--- src/hdl/ptbl_pkg.sv ---
// Shared constants and control types of the token bucket limiter.
`timescale 1ns / 1ps
`default_nettype none

package ptbl_pkg;

  // Table geometry.
  localparam int INDEX_BITS  = 16;
  localparam int TABLE_DEPTH = 1 << INDEX_BITS;
  localparam int CNT_W       = INDEX_BITS + 1;

  // Field widths.
  localparam int ADDR_W   = 32;
  localparam int CMD_W    = 2;
  localparam int TOKEN_W  = 8;
  localparam int PREFIX_W = 5;
  localparam int SHIFT_W  = 6;

  localparam logic [PREFIX_W-1:0] PREFIX_RESET = PREFIX_W'(16);
  localparam logic [PREFIX_W-1:0] PREFIX_MAX   = PREFIX_W'(INDEX_BITS);

  localparam logic [TOKEN_W-1:0] TOKEN_FULL = TOKEN_W'(8'h7f);

  // Command codes; the remaining code is a request that changes nothing.
  localparam logic [CMD_W-1:0] CMD_ACQUIRE = CMD_W'(0);
  localparam logic [CMD_W-1:0] CMD_COUNT   = CMD_W'(1);
  localparam logic [CMD_W-1:0] CMD_TICK    = CMD_W'(2);

  // Sweep counter end points.
  localparam logic [CNT_W-1:0] CNT_LAST = CNT_W'(TABLE_DEPTH - 1);
  localparam logic [CNT_W-1:0] CNT_END  = CNT_W'(TABLE_DEPTH);

  // Where the table read address comes from.
  typedef enum logic [1:0] {
    RD_INPUT,
    RD_HELD,
    RD_SWEEP
  } rd_src_e;

  // Commands from the controller to the datapath.
  typedef struct packed {
    logic    capture;
    logic    clear_wr;
    logic    sweep;
    logic    commit;
    logic    cnt_clr;
    rd_src_e rd_src;
  } ctl_t;

  // Status from the datapath to the controller.
  typedef struct packed {
    logic in_tick;
    logic clear_done;
    logic sweep_done;
  } sts_t;

endpackage

`default_nettype wire

--- src/hdl/ptbl_ctrl.sv ---
// Controller state machine of the token bucket limiter.
`timescale 1ns / 1ps
`default_nettype none

module ptbl_ctrl (
  input  logic           clk_i,
  input  logic           rst_ni,
  input  logic           in_valid_i,
  output logic           in_stall_o,
  output logic           out_valid_o,
  input  logic           out_stall_i,
  input  ptbl_pkg::sts_t sts_i,
  output ptbl_pkg::ctl_t ctl_o
);
  import ptbl_pkg::*;

  typedef enum logic [1:0] {
    ST_CLEAR,
    ST_IDLE,
    ST_SWEEP,
    ST_UPDATE
  } state_e;

  state_e state_q, state_d;
  logic   out_valid_q, out_valid_d;
  logic   out_free;

  assign out_free = !out_valid_q || !out_stall_i;

  always_comb begin
    state_d        = state_q;
    ctl_o          = '0;
    ctl_o.rd_src   = RD_HELD;
    in_stall_o     = 1'b1;
    unique case (state_q)
      ST_CLEAR: begin
        ctl_o.clear_wr = 1'b1;
        if (sts_i.clear_done) begin
          ctl_o.cnt_clr = 1'b1;
          state_d       = ST_IDLE;
        end
      end
      ST_IDLE: begin
        in_stall_o   = 1'b0;
        ctl_o.rd_src = RD_INPUT;
        if (in_valid_i) begin
          ctl_o.capture = 1'b1;
          state_d       = sts_i.in_tick ? ST_SWEEP : ST_UPDATE;
        end
      end
      ST_SWEEP: begin
        ctl_o.sweep  = 1'b1;
        ctl_o.rd_src = RD_SWEEP;
        if (sts_i.sweep_done) begin
          ctl_o.cnt_clr = 1'b1;
          state_d       = ST_UPDATE;
        end
      end
      ST_UPDATE: begin
        if (out_free) begin
          ctl_o.commit = 1'b1;
          state_d      = ST_IDLE;
        end
      end
      default: begin
        state_d = ST_CLEAR;
      end
    endcase
  end

  assign out_valid_d = ctl_o.commit ? 1'b1 : (out_valid_q && out_stall_i);
  assign out_valid_o = out_valid_q;

  always_ff @(posedge clk_i or negedge rst_ni) begin
    if (!rst_ni) begin
      state_q     <= ST_CLEAR;
      out_valid_q <= 1'b0;
    end else begin
      state_q     <= state_d;
      out_valid_q <= out_valid_d;
    end
  end

endmodule

`default_nettype wire

--- config.mk ---
export PLATFORM = sky130hd
export DESIGN_NAME = ptbl_ctrl
export DESIGN_NICKNAME = d
export VERILOG_FILES = /design/src/hdl/ptbl_pkg.sv /design/src/hdl/ptbl_ctrl.sv
export SDC_FILE = /design/constraint.sdc
export NUM_CORES = 1
export LEC_CHECK = 0
export ABC_CLOCK_PERIOD_IN_PS = 3500
export BUFFER_PORTS_ARGS = -buffer_cell sky130_fd_sc_hd__buf_2
export CORE_AREA = 3 3 40 42
export CTS_CLUSTER_DIAMETER = 120
export DETAILED_ROUTE_END_ITERATION = 16
export DIE_AREA = 0 0 43 45
export HOLD_SLACK_MARGIN = 0.12
export MAX_ROUTING_LAYER = met4
export PLACE_DENSITY_LB_ADDON = 0.2
export SYNTH_ARGS = -nofsm -noshare
export SYNTH_HDL_FRONTEND = slang
export SYNTH_SLANG_ARGS = --single-unit
--- constraint.sdc ---
create_clock -name clk_i -period 3.5 [get_ports clk_i]
set_clock_uncertainty 0.15 [all_clocks]
set_input_delay 0 -clock clk_i [delete_from_list [all_inputs] [get_ports clk_i]]
set_output_delay 0 -clock clk_i [all_outputs]
set_load 0.03 [all_outputs]
==> results of run 1 <==
[power by group through the flow]
| stage | registers, mW | clock network [mW] | logic, mW |
|---|---|---|---|
| 3_5_place_dp | 0.0712 | 0 | 0.319 |
| 3_3_place_gp | 0.0703 | 0 | 0.313 |
| 2_1_floorplan | 0.0800 | 0 | 0.236 |
| 5_1_grt | 0.0735 | 0.0640 | 0.366 |
| 4_1_cts | 0.0709 | 0.0642 | 0.342 |
| 6_report | 0.0703 | 0.0603 | 0.340 |
[tightest hold or removal path, delay by kind of cell]
kind | cells | cell delay [ps]
AO/OA/AOI/OAI | 1 | 100
multiplexers | 1 | 80
buffers and inverters | 1 | 100
AND/OR/NAND/NOR | 1 | 180
[flip-flops by register name (all words and copies together) (netlist names)]
register and count:
state_q 2, out_valid_o 1
[logic make-up after synthesis]
| group | after synthesis |
|---|---|
| simple gates | 4 |
| compound gates | 5 |
| fa+ha+maj | 5 |
| mux | 2 |
| buf+inv | 6 |
| flops | 3 |
[metal layers]
metal	share of wire, %	GRT usage (%)
met2	51	12.6
met4	2.6	9.04
met1	39	7.97
met3	7.3	1.20
met5	0	-
[area by class of cell]
cell class	count	area [um2]	share of cell area (%)
multi-input cells	16	169	38.1
inverters	5	18.8	4.24
well taps	15	18.8	4.24
flip-flops and latches	3	75.1	16.9
repair buffers	21	135	30.5
clock buffers	4	26.3	5.93
[worst min path at each step]
stage,endpoint,slack [ps],depth (start not counted)
after floorplan,out_valid_o,-450,0
after global placement,state_q[0],-350,1
after detailed placement,out_valid_o,-350,1
after CTS,state_q[1],140,4
after global routing,state_q[1],160,4
final,state_q[1],140,4
[metrics by stage]
stage                     power (mW)  cells  instance area, um2
after floorplan                0.316     25                 270
after global placement         0.383     54                 357
after detailed placement       0.390     54                 357
after CTS                      0.477     64                 443
after global routing           0.504     64                 443
final                          0.471     64                 443
[Yosys cell counts]
cell       instances  area (um2)
mux2i_1            2        20.0
nand3_1            1        5.00
inv_2              1        3.75
a21boi_0           1        7.51
and2_1             1        6.26
inv_1              4        15.0
ha_1               5        62.6
a21o_1             1        7.51
nand2b_2           2        17.5
dfrtp_1            3        75.1
a211oi_1           1        7.51
a22o_1             1        8.76
buf_4              1        7.51
o2111ai_4          1        26.3
==> qor.yml, run 1 <==
timing:
  relSlewSlack_pct: 86.5
  fin_tns_setup_ps: 0
  slew_viol_final: 0
  holdWs_ps: 143
  worst_slew_pin_slew_ps: 201
  finalCritPeriodShare_pct: 58.2
  finalSetupViolCount: 0
  fmax_ghz: 0.491
  hold_violations: 0
  period_needed_ps: 2040
  fin_ws_ps: 1460
  rsz0062_at_grt: "false"
synthesis:
  avgSynthCellArea_um2: 10.8
  synth-seq-cells: 3
  synth.cell_area_um2: 270
  yosysSeqAreaShare_pct: 27.8
  syn_inst: 25
  synth_compound_area_share_pct: 21.3
  synthMuxAreaShare_pct: 7.41
  syn-num-nets: 37
  synth-simple-area-share_pct: 10.6
  synth_top_family_by_area: "adder cells"
  ys_warn_count: 0
  synthAdderAreaFrac_pct: 23.1
  ys_types: 14
  synth_xor_area_share_pct: 0
final_layout:
  syn2layout_area_growth_pct: 63.9
  nets: 62
  post-route-util_pct: 34.5
  layout-drive-gt1-share_pct: 44.9
  layout_commonest_cell: "buf_2"
  antenna_cells: 0
  layout_common_cells: "buf_2, dlygate4sd3_1, ha_1, inv_1"
  fill_cells: 134
pwr:
  switchingPower_mw: 0.248
  p_comb_share_pct: 72.2
  leakagePower_nw: 0.241
  p_int_mw: 0.223
  pwr-share-seq_pct: 14.9
  ir_drop_v: 0.000356
  swShare_pct: 52.7
  p_per_area_mw_per_mm2: 1060
  pwr-share-clk_pct: 12.8
global_route:
  track_usage_pct: 7.98
  grt_pass1_vias: 280
  antenna_found_initial: 0
  grt_pass1_wl_um: 1060
  overflow: 0
  grt_max_degree: 5
drt:
  dr.pass1.iters: 1
  ant_nets: 0
  num_vias: 248
  via_per_inst: 3.88
  drt_iter0_drc: 0
  wl_per_cell_um: 10.2
  wl_um: 655
  drc: 0
outcome:
  outcome: "complete, no violations"
floorplan:
  start_util_pct: 21.0
  io_pins: 16
  die_h_um: 45
  core-area_mm2: 0.00128
  rows: 13
  dieArea_mm2: 0.00194
  die_w_um: 43
clock_tree:
  clkSlewWorstSetupHoldPaths_ps: 40
  htreeDepth: 1
  cts_tree: "yes"
  ctsHoldBuffers: 6
  clock_sinks: 3
  post_cts_buffers: 0
  cts_resized: 0
  root_buffer: "clkbuf_4"
  cts_buffers: 3
  worstSkewPairLatency_ps: 230
  cts_max_path_buffers: 2
run:
  maxCapViolCount: 0
setup_path:
  startpoint: "state_q[1]"
  startpoint_type: "flip-flop"
  path_delay_family: "buffers and inverters"
  crit_arrival_ps: 2050
  r2r_end: "state_q[0]"
  cp-endpoint: "state_q[0]"
  slowest_stage: "dlygate4sd3_1"
  cp.depth: 6
  rrSetupSlack_ps: 1460
  critPathKind: "flip-flop to flip-flop"
  cp_slowest_stage_delay_ps: 570
  cp.required_ps: 3510
  cp_cell_sequence: "inv_1 -> ha_1 -> inv_2 -> o2111ai_4 -> mux2i_1 -> dlygate4sd3_1"
  crit_buf_inv: 3
  worstRegToRegCells: 6
  r2r-start: "state_q[1]"
  end_kind: "flip-flop"
  critPathMaxFanout: 4
hold_path:
  hp-class: "primary input to flip-flop"
  worstHoldStart: "sts_i[1]"
placement:
  port_buffers: 15
  place_ws_ps: 2000
  gp_congestion: 0.665
  dp_hpwl_um: 523
Note: power is estimated with default switching activity, not from simulation.
==> run 2, diff against run 1 <==
- ABC_AREA: unset -> 1
- ABC_CLOCK_PERIOD_IN_PS: 3500 -> 2000
- clock period: 3.5 -> 2 ns (I/O delays scaled with it)
==> qor.yml, run 2 <==
drt:
  num_vias: 322  # +30%
  via_per_inst: 3.98  # +2.6%
  ant_nets: 0  # unchanged
  drt_iter0_drc: 3  # +3
  dr.pass1.iters: 2  # +1
  wl_um: 683  # +4.3%
  wl_per_cell_um: 8.43  # -18%
  drc: 0  # unchanged
clock_tree:
  cts_tree: "yes"
  cts_max_path_buffers: 2  # unchanged
  htreeDepth: 1  # unchanged
  clock_sinks: 3  # unchanged
  root_buffer: "clkbuf_4"
  clkSlewWorstSetupHoldPaths_ps: 40  # about the same
  worstSkewPairLatency_ps: 230  # about the same
  cts_buffers: 3  # unchanged
synthesis:
  syn-num-nets: 50  # +35%
  synth_xor_area_share_pct: 0  # unchanged
  synth_top_family_by_area: "simple AND/OR/NAND/NOR gates"
  synth-seq-cells: 3  # unchanged
  synth-edff-count: 0  # unchanged
  ys_types: 13  # -1
  synth_compound_area_share_pct: 10.6  # -11 points
  synth.cell_area_um2: 273  # +0.93%
  avgSynthCellArea_um2: 7.18  # -34%
  synth_top_area_share_pct: 27.5  # -0.25 points
  synthArstFlopShare_pct: 100  # unchanged
  yosysSeqAreaShare_pct: 27.5  # -0.25 points
  syn_inst: 38  # +52%
  synth_commonest_cells: "nand2_1, inv_1, ha_1"
  ys.flop_type: "dfrtp_1"
  yosysMostFrequentCell: "nand2_1"
  synthAdderAreaFrac_pct: 22.9  # -0.21 points
  ys_warn_count: 0  # unchanged
  synth_area_leaders: "dfrtp_1, ha_1, nand2_1"
  synth-simple-area-share_pct: 23.9  # +13 points
  yosysTopAreaCell: "dfrtp_1"
  synthMuxAreaShare_pct: 0  # -7.4 points
timing:
  relSlewSlack_pct: 88.7  # +2.2 points
  fmax_ghz: 0.533  # +8.6%
  fin_ws_ps: 124  # -1340 ps
  slew_viol_final: 0  # unchanged
  period_needed_ps: 1880  # -162 ps
  fin_tns_setup_ps: 0  # unchanged
  finalCritPeriodShare_pct: 93.8  # +36 points
  holdWs_ps: 365  # +222 ps
  rsz0062_at_grt: "false"
  worst_slew_pin_slew_ps: 168  # -33.6 ps
  finalSetupViolCount: 0  # unchanged
  hold_violations: 0  # unchanged
placement:
  port_buffers: 15  # unchanged
  dp_hpwl_um: 484  # -7.6%
  place_ws_ps: 594  # -1400 ps
  gp_congestion: 0.696  # +4.6%
setup_path:
  startpoint_type: "flip-flop"
  critPathKind: "flip-flop to flip-flop"
  end_kind: "flip-flop"
  cp.required_ps: 1970  # -1540 ps
  crit_arrival_ps: 1840  # -210 ps
  critPathMaxFanout: 5  # +1
final_layout:
  syn2layout_area_growth_pct: 85.8
  ff_latch_area_um2: 76.3  # +1.7%
  layout_common_cells: "buf_2, nand2_1, dlygate4sd3_1, inv_1, clkbuf_4"
  antenna_cells: 0  # unchanged
  nets: 79  # +27%
  layout_commonest_cell: "buf_2"
  layout-drive-gt1-share_pct: 39.4  # -5.5 points
  multiInputGateArea_um2: 174  # +3.0%
  largest-register: "state_q"
  largest_reg_flops: 2  # unchanged
  fill_cells: 131  # -2.2%
floorplan:
  rows: 13  # unchanged
  io_pins: 16  # unchanged
  dieArea_mm2: 0.00194  # unchanged
  die_h_um: 45  # unchanged
  core-area_mm2: 0.00128  # unchanged
  start_util_pct: 21.2  # +0.19 points
  die_w_um: 43  # unchanged
hold_path:
  hp-class: "flip-flop to flip-flop"
pwr:
  leakagePower_nw: 0.291  # +21%
  power_mw: 0.912  # +94%
  p_per_area_mw_per_mm2: 1800  # +69%
  ir_drop_v: 0.000854  # +140%
outcome:
  outcome: "complete, no violations"
global_route:
  grt_pass1_vias: 313  # +12%
  overflow: 0  # unchanged
  grt_pass1_wl_um: 1210  # +14%
  grt_max_degree: 6  # +1
  antenna_found_initial: 0  # unchanged
  track_usage_pct: 8.93  # +0.94 points
run:
  maxCapViolCount: 0  # unchanged
run 2: cell types whose count changed after synthesis, sizes merged, moves of 2 or more:
cell and delta:
o21ai +3, nand2b -2, nor2 +2, mux2i -2, nand2 +12, inv +4
run 2: repair_timing:
item	in CTS	in global routing
endpoints found under the hold margin	6	0
hold buffers	10	0
buffers inserted	0	0
setup endpoints to repair	0	2
resized for setup	0	7
run 2: cell type report:
type | count | area share (%)
well taps | 15 | 3.70
repair buffers | 25 | 35.1
clock buffers | 4 | 5.19
multi-input cells | 25 | 34.3
inverters | 9 | 6.67
flip-flops and latches | 3 | 15.1
run 2: cells by family (layout without fill, tap and decap cells):
group,count (synthesis),after routing
buffers and inverters,10,38
adders and majority gates,5,5
DFF,3,3
and+or+nand+nor,15,15
AOI/OAI and AO/OA,5,5
run 2: power by group:
part           internal, mW  switching, mW  leakage [nW]  total [mW]
registers            0.0969         0.0356        0.0347       0.132
logic                 0.264          0.410         0.241       0.674
clock network        0.0748         0.0313        0.0150       0.106
run 2: worst max-delay path, cell delays in order (launching register included):
cell	delay, ps
dfrtp_2	420
inv_1	120
ha_2	220
nand2_2	60
nand2_2	80
nor2_2	40
dlygate4sd3_1	550
nand2_1	70
nand2_1	50
run 2: final timing paths:
kind	from	to	slack (ps)	depth (start not counted)
max reg2reg	state_q[1]	state_q[1]	120	8
min	out_valid_o	out_valid_o	370	2
max	state_q[1]	state_q[1]	120	8
min in group asynchronous	rst_ni	state_q[0]	500	3
max in group asynchronous	rst_ni	state_q[1]	1040	3
min reg2reg	out_valid_o	out_valid_o	370	2
run 2: per-stage QoR:
| stage | area [um2] | utilization, % | std cells |
|---|---|---|---|
| floorplan | 273 | - | 38 |
| global placement | 359 | 27.9 | 67 |
| detailed placement | 359 | 27.9 | 67 |
| CTS | 485 | 37.8 | 81 |
| global route | 507 | 39.4 | 81 |
| finish | 507 | 39.4 | 81 |
run 2: metal layers:
metal / vias to the layer above / part of all wire (%) / GRT usage (%) / wire, um
met5: - / 0 / - / 0
met4: 0 / 0 / 7.23 / 0
met3: 0 / 4.4 / 2.39 / 30
met2: 7 / 50 / 12.6 / 344
met1: 148 / 45 / 10.6 / 309
li1: 167 / - / - / -
